$ cat src/sv/tid_pkg.sv
// Shared types and constants of the Thumb instruction decoder.
package tid_pkg;

	localparam int unsigned ADDR_WIDTH_DEF = 32;
	localparam int unsigned PC_AHEAD       = 4;
	localparam logic [31:0] ALIGN_WORD     = 32'hFFFF_FFFC;

	// Match patterns on the top bits of the halfword
	localparam logic [4:0] OP_UNCOND_B  = 5'b11100;
	localparam logic [3:0] OP_COND_B    = 4'b1101;
	localparam logic [7:0] OP_HI_MOV    = 8'b01000110;
	localparam logic [5:0] OP_ALU       = 6'b010000;
	localparam logic [6:0] OP_POP       = 7'b1011110;

	typedef enum logic [5:0] {
		CLS_NONE      = 6'd0,
		CLS_SHIFT     = 6'd1,
		CLS_ADD_REG   = 6'd2,
		CLS_SUB_REG   = 6'd3,
		CLS_MOV_LOW   = 6'd4,
		CLS_ADD_IMM3  = 6'd5,
		CLS_SUB_IMM3  = 6'd6,
		CLS_MOV_IMM8  = 6'd7,
		CLS_CMP_IMM8  = 6'd8,
		CLS_ADD_IMM8  = 6'd9,
		CLS_SUB_IMM8  = 6'd10,
		CLS_ALU       = 6'd11,
		CLS_ADD_HI    = 6'd12,
		CLS_CMP_HI    = 6'd13,
		CLS_MOV_HI    = 6'd14,
		CLS_NOP       = 6'd15,
		CLS_BX        = 6'd16,
		CLS_RET       = 6'd17,
		CLS_BLX_REG   = 6'd18,
		CLS_LDST_REG  = 6'd19,
		CLS_LDST_IMM  = 6'd20,
		CLS_LDST_SP   = 6'd21,
		CLS_LDR_PC    = 6'd22,
		CLS_ADD_SP    = 6'd23,
		CLS_SUB_SP    = 6'd24,
		CLS_ADR_PC    = 6'd25,
		CLS_ADR_SP    = 6'd26,
		CLS_B_COND    = 6'd27,
		CLS_SXTB      = 6'd28,
		CLS_SXTH      = 6'd29,
		CLS_PUSH_POP  = 6'd30,
		CLS_LDM_STM   = 6'd31,
		CLS_B         = 6'd32,
		CLS_BL        = 6'd33,
		CLS_BLX       = 6'd34
	} tid_class_t;

	localparam logic [3:0] REG_SP = 4'd13;
	localparam logic [3:0] REG_LR = 4'd14;
	localparam logic [3:0] REG_PC = 4'd15;
	localparam logic [3:0] REG_R8 = 4'd8;

	typedef struct packed {
		logic [5:0]  instr_class;
		logic [3:0]  variant;
		logic [3:0]  dest_reg;
		logic [3:0]  base_reg;
		logic [3:0]  index_reg;
		logic [9:0]  immediate;
		logic [3:0]  condition;
		logic [7:0]  reg_list;
		logic        extra_reg;
		logic [22:0] branch_offset;
		logic [31:0] target;
		logic        decoded;
	} tid_result_t;

endpackage

$ cat src/sv/tid_decode.sv
// Combinational classify-and-extract logic for one Thumb halfword.
module tid_decode import tid_pkg::*; #(
	parameter int unsigned ADDR_WIDTH = ADDR_WIDTH_DEF
) (
	input  logic [15:0]           halfword,
	input  logic [ADDR_WIDTH-1:0] address,
	input  logic                  pending,
	input  logic [10:0]           held_prefix,
	input  logic [ADDR_WIDTH-1:0] held_address,
	output logic                  is_prefix,
	output tid_result_t           result
);

	typedef enum logic [1:0] {
		TK_NONE,
		TK_LIT,
		TK_REL,
		TK_LONG
	} tgt_kind_t;

	tid_class_t cls;
	tgt_kind_t  kind;
	logic       align;
	logic [3:0] var_c, rd, rb, ri, cond;
	logic [9:0] imm;
	logic [7:0] list;
	logic       xr;
	logic [22:0] off;

	logic [2:0] lo3, mid3, hi3, r8;
	logic [7:0] imm8;
	logic [4:0] i5, f5;

	logic [ADDR_WIDTH+22:0] off_wide;
	logic [ADDR_WIDTH-1:0]  pc, tgt_base, tgt_add, tgt_sum;

	assign lo3  = halfword[2:0];
	assign mid3 = halfword[5:3];
	assign hi3  = halfword[8:6];
	assign r8   = halfword[10:8];
	assign imm8 = halfword[7:0];
	assign i5   = halfword[10:6];
	assign f5   = halfword[15:11];

	always_comb begin
		cls = CLS_NONE; kind = TK_NONE; align = 1'b0; is_prefix = 1'b0;
		var_c = '0; rd = '0; rb = '0; ri = '0; cond = '0;
		imm = '0; list = '0; xr = 1'b0; off = '0;
		priority if (pending) begin
			// second half of a long branch: offset fields just concatenate
			off  = {held_prefix, halfword[10:0], 1'b0};
			kind = TK_LONG;
			if (halfword[12:11] == 2'b01) begin
				cls = CLS_BLX; align = 1'b1;
			end else begin
				cls = CLS_BL;
			end
		end else if (halfword[15:13] == 3'b111 && f5 != OP_UNCOND_B) begin
			is_prefix = 1'b1;
		end else if (f5 <= 5'd2) begin
			cls = CLS_SHIFT; var_c = {2'b00, f5[1:0]}; imm = {5'b0, i5};
			rb = {1'b0, mid3}; rd = {1'b0, lo3};
		end else if (halfword[15:10] == 6'b000110) begin
			cls = halfword[9] ? CLS_SUB_REG : CLS_ADD_REG;
			rd = {1'b0, lo3}; rb = {1'b0, mid3}; ri = {1'b0, hi3};
		end else if (halfword[15:9] == 7'b0001110 && hi3 == 3'd0) begin
			cls = CLS_MOV_LOW; rd = {1'b0, lo3}; rb = {1'b0, mid3};
		end else if (halfword[15:10] == 6'b000111) begin
			cls = halfword[9] ? CLS_SUB_IMM3 : CLS_ADD_IMM3;
			rd = {1'b0, lo3}; rb = {1'b0, mid3}; imm = {7'b0, hi3};
		end else if (halfword[15:13] == 3'b001) begin
			cls = tid_class_t'(6'(CLS_MOV_IMM8) + {4'b0, halfword[12:11]});
			rd = {1'b0, r8}; imm = {2'b0, imm8};
		end else if (halfword[15:10] == OP_ALU) begin
			cls = CLS_ALU; var_c = halfword[9:6]; rd = {1'b0, lo3}; rb = {1'b0, mid3};
		end else if (halfword[15:10] == 6'b010001 && halfword[9:8] != 2'b11) begin
			rd = {halfword[7], lo3};
			rb = halfword[6:3];
			unique case (halfword[9:8])
				2'b00:   cls = CLS_ADD_HI;
				2'b01:   cls = CLS_CMP_HI;
				default: cls = (rd == REG_R8 && rb == REG_R8) ? CLS_NOP : CLS_MOV_HI;
			endcase
		end else if (halfword[15:7] == {OP_HI_MOV[7:1], 2'b10}) begin
			rb  = halfword[6:3];
			cls = (rb == REG_LR) ? CLS_RET : CLS_BX;
		end else if (halfword[15:7] == {OP_HI_MOV[7:1], 2'b11}) begin
			cls = CLS_BLX_REG; rb = halfword[6:3];
		end else if (halfword[15:12] == 4'b0101) begin
			cls = CLS_LDST_REG; var_c = {1'b0, halfword[11:9]};
			rd = {1'b0, lo3}; rb = {1'b0, mid3}; ri = {1'b0, hi3};
		end else if (f5 >= 5'd12 && f5 <= 5'd17) begin
			cls = CLS_LDST_IMM; rd = {1'b0, lo3}; rb = {1'b0, mid3};
			if (f5 <= 5'd13) begin
				var_c = {3'b000, f5[0]}; imm = {3'b0, i5, 2'b00};
			end else if (f5 <= 5'd15) begin
				var_c = {3'b001, f5[0]}; imm = {5'b0, i5};
			end else begin
				var_c = {3'b010, f5[0]}; imm = {4'b0, i5, 1'b0};
			end
		end else if (halfword[15:12] == 4'b1001) begin
			cls = CLS_LDST_SP; var_c = {3'b0, halfword[11]};
			rd = {1'b0, r8}; rb = REG_SP; imm = {imm8, 2'b00};
		end else if (f5 == 5'b01001) begin
			cls = CLS_LDR_PC; rd = {1'b0, r8}; rb = REG_PC; imm = {imm8, 2'b00};
			kind = TK_LIT;
		end else if (halfword[15:8] == 8'hB0) begin
			cls = halfword[7] ? CLS_SUB_SP : CLS_ADD_SP;
			rd = REG_SP; imm = {1'b0, halfword[6:0], 2'b00};
		end else if (f5 == 5'b10100) begin
			cls = CLS_ADR_PC; rd = {1'b0, r8}; rb = REG_PC; imm = {imm8, 2'b00};
			kind = TK_LIT;
		end else if (f5 == 5'b10101) begin
			cls = CLS_ADR_SP; rd = {1'b0, r8}; rb = REG_SP; imm = {imm8, 2'b00};
		end else if (halfword[15:12] == OP_COND_B && halfword[11:9] != 3'b111) begin
			cls = CLS_B_COND; cond = halfword[11:8];
			off = {{14{imm8[7]}}, imm8, 1'b0}; kind = TK_REL;
		end else if (halfword[15:7] == 9'b101100100) begin
			cls = halfword[6] ? CLS_SXTB : CLS_SXTH;
			rd = {1'b0, lo3}; rb = {1'b0, mid3};
		end else if (halfword[15:12] == OP_POP[6:3] && halfword[10:9] == OP_POP[1:0]) begin
			cls = CLS_PUSH_POP; var_c = {3'b0, halfword[11]}; rb = REG_SP;
			list = imm8; xr = halfword[8];
		end else if (halfword[15:12] == 4'b1100) begin
			cls = CLS_LDM_STM; var_c = {3'b0, halfword[11]}; rb = {1'b0, r8}; list = imm8;
		end else if (f5 == OP_UNCOND_B) begin
			cls = CLS_B; off = {{11{halfword[10]}}, halfword[10:0], 1'b0}; kind = TK_REL;
		end else begin
			cls = CLS_NONE;
		end
	end

	// One adder serves every target form
	assign off_wide = {{ADDR_WIDTH{off[22]}}, off};
	assign pc       = address + ADDR_WIDTH'(PC_AHEAD);

	always_comb begin
		unique case (kind)
			TK_LIT: begin
				tgt_base = pc & ALIGN_WORD[ADDR_WIDTH-1:0];
				tgt_add  = {{(ADDR_WIDTH-10){1'b0}}, imm};
			end
			TK_REL: begin
				tgt_base = pc;
				tgt_add  = off_wide[ADDR_WIDTH-1:0];
			end
			TK_LONG: begin
				tgt_base = held_address + ADDR_WIDTH'(PC_AHEAD);
				tgt_add  = off_wide[ADDR_WIDTH-1:0];
			end
			default: begin
				tgt_base = '0;
				tgt_add  = '0;
			end
		endcase
	end

	assign tgt_sum = align ? ((tgt_base + tgt_add) & ALIGN_WORD[ADDR_WIDTH-1:0])
		: (tgt_base + tgt_add);

	always_comb begin
		result               = '0;
		result.instr_class   = cls;
		result.variant       = var_c;
		result.dest_reg      = rd;
		result.base_reg      = rb;
		result.index_reg     = ri;
		result.immediate     = imm;
		result.condition     = cond;
		result.reg_list      = list;
		result.extra_reg     = xr;
		result.branch_offset = off;
		result.target        = 32'(tgt_sum);
		result.decoded       = (cls != CLS_NONE);
	end

endmodule

$ cat src/sv/thumb_instruction_decoder.sv
// Top level of the Thumb instruction decoder: input stage, prefix hold, result register.
//
// Decodes one 16-bit Thumb halfword per beat into its class, register numbers,
// op/kind, scaled immediate, condition, register list and PC-relative target
// (PC = address + 4). A beat is first captured in the input register; the
// decode logic between that register and the result register is a single
// pass, so a beat's result is registered when the input stage advances, and
// a new halfword is accepted every cycle while out_ready stays high. The
// sustained rate is one halfword per cycle, limited only by the single
// result register draining through out_ready. The first half of a long
// branch (top bits 111 but not 11100) produces no result beat: the decoder
// holds its offset bits and address, and the next halfword, whatever it is,
// completes a BL, or a BLX with the target aligned down to a word when its
// bits 12..11 are 01. Unmatched halfwords give class 0 with every field 0.
// Only the low ADDR_WIDTH bits of the address take part in target math, and
// targets wrap modulo 2^ADDR_WIDTH.
module thumb_instruction_decoder import tid_pkg::*; #(
	parameter int unsigned ADDR_WIDTH = ADDR_WIDTH_DEF
) (
	input  logic        clk,
	input  logic        arst_n,

	input  logic        in_valid,
	output logic        in_ready,
	input  logic [15:0] halfword,
	input  logic [31:0] address,

	output logic        out_valid,
	input  logic        out_ready,
	output logic [5:0]  instr_class,
	output logic [3:0]  variant,
	output logic [3:0]  dest_reg,
	output logic [3:0]  base_reg,
	output logic [3:0]  index_reg,
	output logic [9:0]  immediate,
	output logic [3:0]  condition,
	output logic [7:0]  reg_list,
	output logic        extra_reg,
	output logic [22:0] branch_offset,
	output logic [31:0] target,
	output logic        decoded
);

	// input stage
	logic                  valid_s1;
	logic [15:0]           hw_s1;
	logic [ADDR_WIDTH-1:0] addr_s1;

	// long-branch prefix hold
	logic                  pending_q;
	logic [10:0]           held_prefix_q;
	logic [ADDR_WIDTH-1:0] held_addr_q;

	// result register
	logic                  out_valid_q;
	tid_result_t           res_q;

	logic                  is_prefix;
	tid_result_t           res_d;
	logic                  adv_s1;

	tid_decode #(
		.ADDR_WIDTH(ADDR_WIDTH)
	) u_decode (
		.halfword    (hw_s1),
		.address     (addr_s1),
		.pending     (pending_q),
		.held_prefix (held_prefix_q),
		.held_address(held_addr_q),
		.is_prefix   (is_prefix),
		.result      (res_d)
	);

	// Advance the input stage when its beat is a prefix (no result to place)
	// or the result register is free or draining this cycle.
	assign adv_s1   = valid_s1 && (is_prefix || !out_valid_q || out_ready);
	assign in_ready = !valid_s1 || adv_s1;

	always_ff @(posedge clk or negedge arst_n) begin
		if (!arst_n) begin
			valid_s1    <= 1'b0;
			pending_q   <= 1'b0;
			out_valid_q <= 1'b0;
		end else begin
			valid_s1    <= (in_valid && in_ready) || (valid_s1 && !adv_s1);
			// a consumed beat either sets the hold (prefix) or clears it
			if (adv_s1) begin
				pending_q <= is_prefix;
			end
			out_valid_q <= (adv_s1 && !is_prefix) || (out_valid_q && !out_ready);
		end
	end

	// Payload registers: input loads on handshake, hold and result on advance.
	always_ff @(posedge clk) begin
		if (in_valid && in_ready) begin
			hw_s1   <= halfword;
			addr_s1 <= address[ADDR_WIDTH-1:0];
		end
		if (adv_s1 && is_prefix) begin
			held_prefix_q <= hw_s1[10:0];
			held_addr_q   <= addr_s1;
		end
		if (adv_s1 && !is_prefix) begin
			res_q <= res_d;
		end
	end

	assign out_valid     = out_valid_q;
	assign instr_class   = res_q.instr_class;
	assign variant       = res_q.variant;
	assign dest_reg      = res_q.dest_reg;
	assign base_reg      = res_q.base_reg;
	assign index_reg     = res_q.index_reg;
	assign immediate     = res_q.immediate;
	assign condition     = res_q.condition;
	assign reg_list      = res_q.reg_list;
	assign extra_reg     = res_q.extra_reg;
	assign branch_offset = res_q.branch_offset;
	assign target        = res_q.target;
	assign decoded       = res_q.decoded;

endmodule

$ cat config.mk
export PLATFORM = sky130hd
export DESIGN_NAME = thumb_instruction_decoder
export DESIGN_NICKNAME = d
export VERILOG_FILES = /design/src/sv/tid_pkg.sv /design/src/sv/tid_decode.sv /design/src/sv/thumb_instruction_decoder.sv
export SDC_FILE = /design/constraint.sdc
export NUM_CORES = 1
export LEC_CHECK = 0
export BUFFER_PORTS_ARGS = -buffer_cell sky130_fd_sc_hd__buf_2
export CORE_MARGIN = 3
export CORE_UTILIZATION = 50
export CTS_BUF_LIST = sky130_fd_sc_hd__clkbuf_16
export CTS_CLUSTER_DIAMETER = 200
export DETAILED_ROUTE_END_ITERATION = 7
export HOLD_SLACK_MARGIN = 0.06
export PLACE_DENSITY = 0.81
export SLEW_MARGIN = 20
export SYNTH_ARGS = -nofsm -noshare
export SYNTH_HDL_FRONTEND = slang
export SYNTH_HIERARCHICAL = 1
export SYNTH_SLANG_ARGS = --single-unit
$ cat constraint.sdc
create_clock -name clk -period 13.4 [get_ports clk]
set_input_delay 1.34 -clock clk [delete_from_list [all_inputs] [get_ports clk]]
set_output_delay 1.34 -clock clk [all_outputs]
set_load 0.01 [all_outputs]
Yosys cells after proc, flatten, opt, wreduce, memory -nomap -nowiden:

Cells that the tools add are included.

* flip-flop bits (word level): 195
* latch bits: 0
* memory bits (writable): 0
* bits in read-only memories: 0
* input bits: 52
* output and inout bits: 103
* word-level logic and storage cells: 276
* memories kept: 0

* $add $sub $neg: 4
* multiply operators: 0
* div/mod/pow operators: 0
* $lt $le $gt $ge: 5
* equal/unequal tests: 32
* shift-type cells: 0
* muxes and demuxes: 174
* bitwise operators: 2
* reductions and logical operators: 35

Operator list (count)
* 2-to-1 mux 23 bit: 23
* 2-to-1 mux 10 bit: 19
* 2-to-1 mux 4 bit: 40
* 2-to-1 mux 6 bit: 24
* one-hot mux 32 bit (3 select lines): 1
* 2-to-1 mux 3 bit: 24
* adder 32 x 3 -> 32 bit, second input constant: 2
* one-hot mux 32 bit (2 select lines): 1
* 2-to-1 mux 2 bit: 30
* adder 32 bit: 1
* equality test 4 bit, second input constant: 7
* OR reduction 21 bit: 1
* OR reduction 20 bit: 1
* OR reduction 19 bit: 1
* equality test 9 x 8 -> 1 bit, second input constant: 2
* 2-to-1 mux 8 bit: 2
* equality test 5 bit, second input constant: 3
* logical AND 1 bit: 13
* equality test 6 x 3 -> 1 bit, second input constant: 2
* equality test 6 x 5 -> 1 bit, second input constant: 2
* one-hot mux 6 bit (2 select lines): 1
* OR reduction 11 bit: 1
* <= comparator 5 x 4 -> 1 bit, second input constant: 2
* equality test 9 bit, second input constant: 1
* other kinds (26): 48

Logic depth before layout (Yosys ltp):

* depth in word-level cells: 28
* depth in mapped cells: 22
* depth with buffers taken out: 20

By module:

Netlist, hierarchy kept.

By module, submodules not included
* thumb_instruction_decoder: times used 1, cells each 207, area each 5916.9 µm², seq. area each 5840.6 µm²
* tid_decode: times used 1, cells each 777, area each 4948.5 µm², seq. area each 0.0 µm²

Least setup slack after synthesis:

OpenSTA, ideal clock, no wires.

* path kind: register -> register
* from: reg hw_s1[11]
* to: reg res_q (netlist bit base_reg[0]), enable pin
* setup time: 0.595 ns
* arrival: 6.366 ns
* data required time: 12.805 ns
* slack: 6.440 ns
* stages on the path, launching flop included: 8
* path buffers: 2
* period minus slack after synthesis: 6.960 ns
* cells stage by stage: edfxtp_1 > buf_2 > inv_1 > ha_1 > clkbuf_1 > nor3_1 > nand2b_1 > a21oi_1

* cells in the longest elaborated chain, start to end: 8
* elaborated cells on any way between the ends: 9
* classes of those cells: eq/ne: 1; mux: 2; reduce/logical: 6

RTL lines
* start: declaration: RTL line thumb_instruction_decoder.sv:46 `logic [15:0] hw_s1;`
* start signal: assignment: RTL line thumb_instruction_decoder.sv:97 `hw_s1 <= halfword;`
* inequality test 5 bit (*): RTL line tid_decode.sv:58 `end else if (halfword[15:13] == 3'b111 && f5 != OP_UNCOND_B) begin`
* logical AND 1 bit (*): RTL line tid_decode.sv:58
* 2-to-1 mux 1 bit (*): RTL line tid_decode.sv:58
* 2-to-1 mux 1 bit (*): RTL line tid_decode.sv:49 `priority if (pending) begin`
* net is_prefix: RTL line thumb_instruction_decoder.sv:58 `logic is_prefix;`
* logical OR 1 bit (2 in series): RTL line thumb_instruction_decoder.sv:76 `assign adv_s1 = valid_s1 && (is_prefix || !out_valid_q || out_ready);`
* logical AND 1 bit: RTL line thumb_instruction_decoder.sv:76
* logical AND 1 bit (*): RTL line thumb_instruction_decoder.sv:104 `if (adv_s1 && !is_prefix) begin`
* end signal: assignment: RTL line thumb_instruction_decoder.sv:105 `res_q <= res_d;`
* end: declaration: RTL line thumb_instruction_decoder.sv:56 `tid_result_t res_q;`

Mark *: on every way through the listed nets, which the timed path passes. The rest lies on a longest branch.
A chain may end at the register's enable or synchronous reset.

==> metrics.md <==
| Metric | Value |
|---|---|
| CTS Buffer Depth | `2` |
| Clk Tree Root Cell | `clkbuf_16` |
| Count of input and output buffers | `154` |
| Routed vias/inst | `6.25` |
| Largest net degree at the start of global routing | `81` |
| TritonCTS clock tree | `built` |
| DR DRC count | `0` |
| Share of the clock period used by the worst path after layout | `45.8%` |
| Number of enable-type register cells in the synthesized netlist | `192` |
| Initial Utilization | `51.4%` |
| Overall overflow remaining after global route | `0` |
| Core area | `21,200 um2` |
| Clock input transition at the sequential cells of the worst setup and hold paths | `0.07 ns` |
| Final cell utilization of the core | `58.9%` |
| Number of failing hold endpoints at the final stage | `0` |
| I/O pin count | `155` |
| Global-route wire length before repair | `46,300 um` |
| Net count reported at finish | `1,222` |
| Number of gates resized after cts | `0` |
| Pre-CTS setup slack | `7.45 ns` |
| Kind of critical path | `reg2reg` |
| Leakage power figure | `5.12 nW` |
| Run status | `completed` |
| Setup_tns | `0 ns` |
| Cell taking the most area after synthesis | `edfxtp_1` |
| Final setup violation count | `0` |
| Ys flop type | `edfxtp_1` |
| Overall Global Routing Usage | `24.9%` |
| Final routed wire length divided by cell count | `21.1 um` |
| Synthesis warning total | `6` |
| Time the worst path needs with I/O delays and setup | `6.13 ns` |
| Leading cell type in the layout, fill and taps excluded | `edfxtp_1` |
| Worst hold start | `addr_s1[0]` |
| Clock sink count | `195` |
| Multi-input logic area | `4780 um2` |
| Critical path fanouts, max | `21` |
| Arrival time at the worst endpoint | `6.32 ns` |
| Leading cell types in the layout, fill and taps excluded | `192 x edfxtp_1, 154 x buf_2, 79 x nand2_1` |
| Number of hold buffers added after CTS | `0` |
| Worst rel slew slack | `29.3%` |
| Max Clk Rate | `0.163 GHz` |
| Flop and latch count out of synthesis | `195` |
| Clock Skews | `0.0133 ns` |
| Count of buffers added by post-CTS timing repair for setup | `0` |
| Worst-path cell with the longest stage delay | `edfxtp_1` |
| Maximum level of the CTS H-tree | `4` |
| Overall power after layout | `0.00160 W` |
| Max-capacitance violation count | `0` |
| Total Routed Length | `29,900 um` |
| Number of rows created at floorplan | `53` |
| Insertion delay to the later sink of the worst-skew pair | `0.44 ns` |
| Horizontal die dimension | `153 um` |
| Worst slew pin tran | `1.06 ns` |
| Detailed router's first-iteration violation count | `1,117` |
| Unrepaired setup endpoints after global routing | `false` |
| Class of the tightest hold or removal check | `reg2reg` |
| FFs w/ async S/R, synth | `1.54%` |
| Data required time at the worst endpoint | `13.58 ns` |
| Synthesized netlist cell count | `984` |
| Full die area | `23,500 um2` |
| Area share of the largest cell type after synthesis | `53.1%` |
| Post-Synthesis Cell Area | `10,900 um2` |
| Area of all sequential standard cells | `5840 um2` |
| Crit start category | `register` |
| Final setup margin | `7.27 ns` |
| Initial antenna violation count | `0` |
| Top cells by area, synth | `edfxtp_1 53%, ha_1 4.4%, xnor2_1 3.3%` |
| Vias in the first global route | `8,212` |
| Remaining number of nets flagged by the antenna check after routing | `0` |
| Share of post-route cells with drive strength above 1 | `19.0%` |
| Estimated wirelength of the detail-placed design | `21,700 um` |
| List of cells traversed by the critical path | `inv_1 > ha_1 > o21bai_1 > or4_4 > o22a_1 > a32o_1 > a221o_1 > a21oi_1 > nor3_1 > a21o_1 > ha_1 > o21ai_0 > nor2_1 > o311ai_0 > a2111oi_0 > o21ai_0 > o2111ai_1 > o31ai_1 > xnor2_1` |
| Count of final max-slew check failures | `0` |
| Number of buffers created by CTS | `17` |
| Launch instance of the worst register-to-register path | `hw_s1[12]` |
| Worst path buffer plus inverter count | `1` |
| Distinct cell type count of the synthesized netlist | `80` |
| Syn avg cell area | `11.0 um2` |
| Critical Path Sink Type | `register` |
| Peak supply drop | `0.0944 mV` |
| Worst setup path start | `hw_s1[12]` |
| Ant diodes | `0` |
| CP top delay family | `compound AO/OA/AOI/OAI gates` |
| Vertical extent of the die | `153 um` |
| Pwr Density | `128 nW/um2` |
| Fill count | `1,695` |
| Part of the Yosys area used for sequential elements | `53.8%` |
| Weighted congestion reported at the end of routability-driven placement | `1.02` |
| Synthesis-to-finish area growth | `14.7%` |
| Initial DRT Pass Iterations | `7` |
| Via count of the routed design | `8,854` |
| Hold WS | `0.470 ns` |
| Slowest cell delay on critical path | `0.83 ns` |
## layout make-up
cell class	instances	share of cell area (%)
clock inverter	13	0.974
sequential	195	46.9
timing repair buffer	164	6.79
inverter	28	0.844
multi-input combinational	725	38.3
tap	275	2.76
clock buffer	17	3.41
## cell usage after synthesis, types with 26 or more instances
| master | count |
|---|---|
| xor2_1 | 40 |
| edfxtp_1 | 192 |
| xnor2_1 | 41 |
| nor2_1 | 69 |
| o21ai_0 | 36 |
| ha_1 | 38 |
| o22ai_1 | 32 |
| nand3_1 | 38 |
| nor3_1 | 26 |
| inv_1 | 27 |
| a21oi_1 | 53 |
| a21o_1 | 43 |
| nand2_1 | 79 |
## kinds of logic (layout without fill, tap and decap cells)
family | after synthesis | count (layout) | share of synthesized area, %
buf+inv | 66 | 222 | 2.61
other cells | 1 | 3 | 0.0345
mux | 1 | 1 | 0.0921
xor+xnor | 81 | 81 | 6.53
fa+ha+maj | 39 | 39 | 4.56
simple gates | 347 | 347 | 16.8
compound gates | 254 | 254 | 15.6
flops | 195 | 195 | 53.8
## layer usage
layer | vias to the layer above | wire length [um] | global-route usage [%]
met2 | 571 | 13100 | 37.0
met3 | 57 | 2930 | 5.04
met1 | 4204 | 13300 | 37.4
met4 | 0 | 661 | 6.98
met5 | - | 0 | 0
li1 | 4022 | - | -
## stage by stage
step / cell area, um2 / cells
floorplan: 10900 / 986
global placement: 11900 / 1387
detailed placement: 11900 / 1387
CTS: 12500 / 1417
global route: 12500 / 1417
finish: 12500 / 1417
## path summary, 6_finish.rpt
| path | slack (ns) | cells after the start | endpoint |
|---|---|---|---|
| setup / recovery | 7.27 | 19 | target[31] |
| hold / removal | 0.47 | 0 | held_addr_q[0] |
| setup reg to reg | 7.27 | 19 | target[31] |
| hold reg to reg | 0.47 | 0 | held_addr_q[0] |
| max in group asynchronous | 12.59 | 1 | pending_q |
| min in group asynchronous | 0.69 | 1 | valid_s1 |
## power by group
part | leakage (nW) | internal [W] | switching (W)
registers | 1.88 | 0.000748 | 0.0000354
logic | 2.98 | 0.000120 | 0.000208
clock network | 0.261 | 0.000243 | 0.000242
total | 5.12 | 0.00111 | 0.000485
Power figures use the tool's default switching activity.
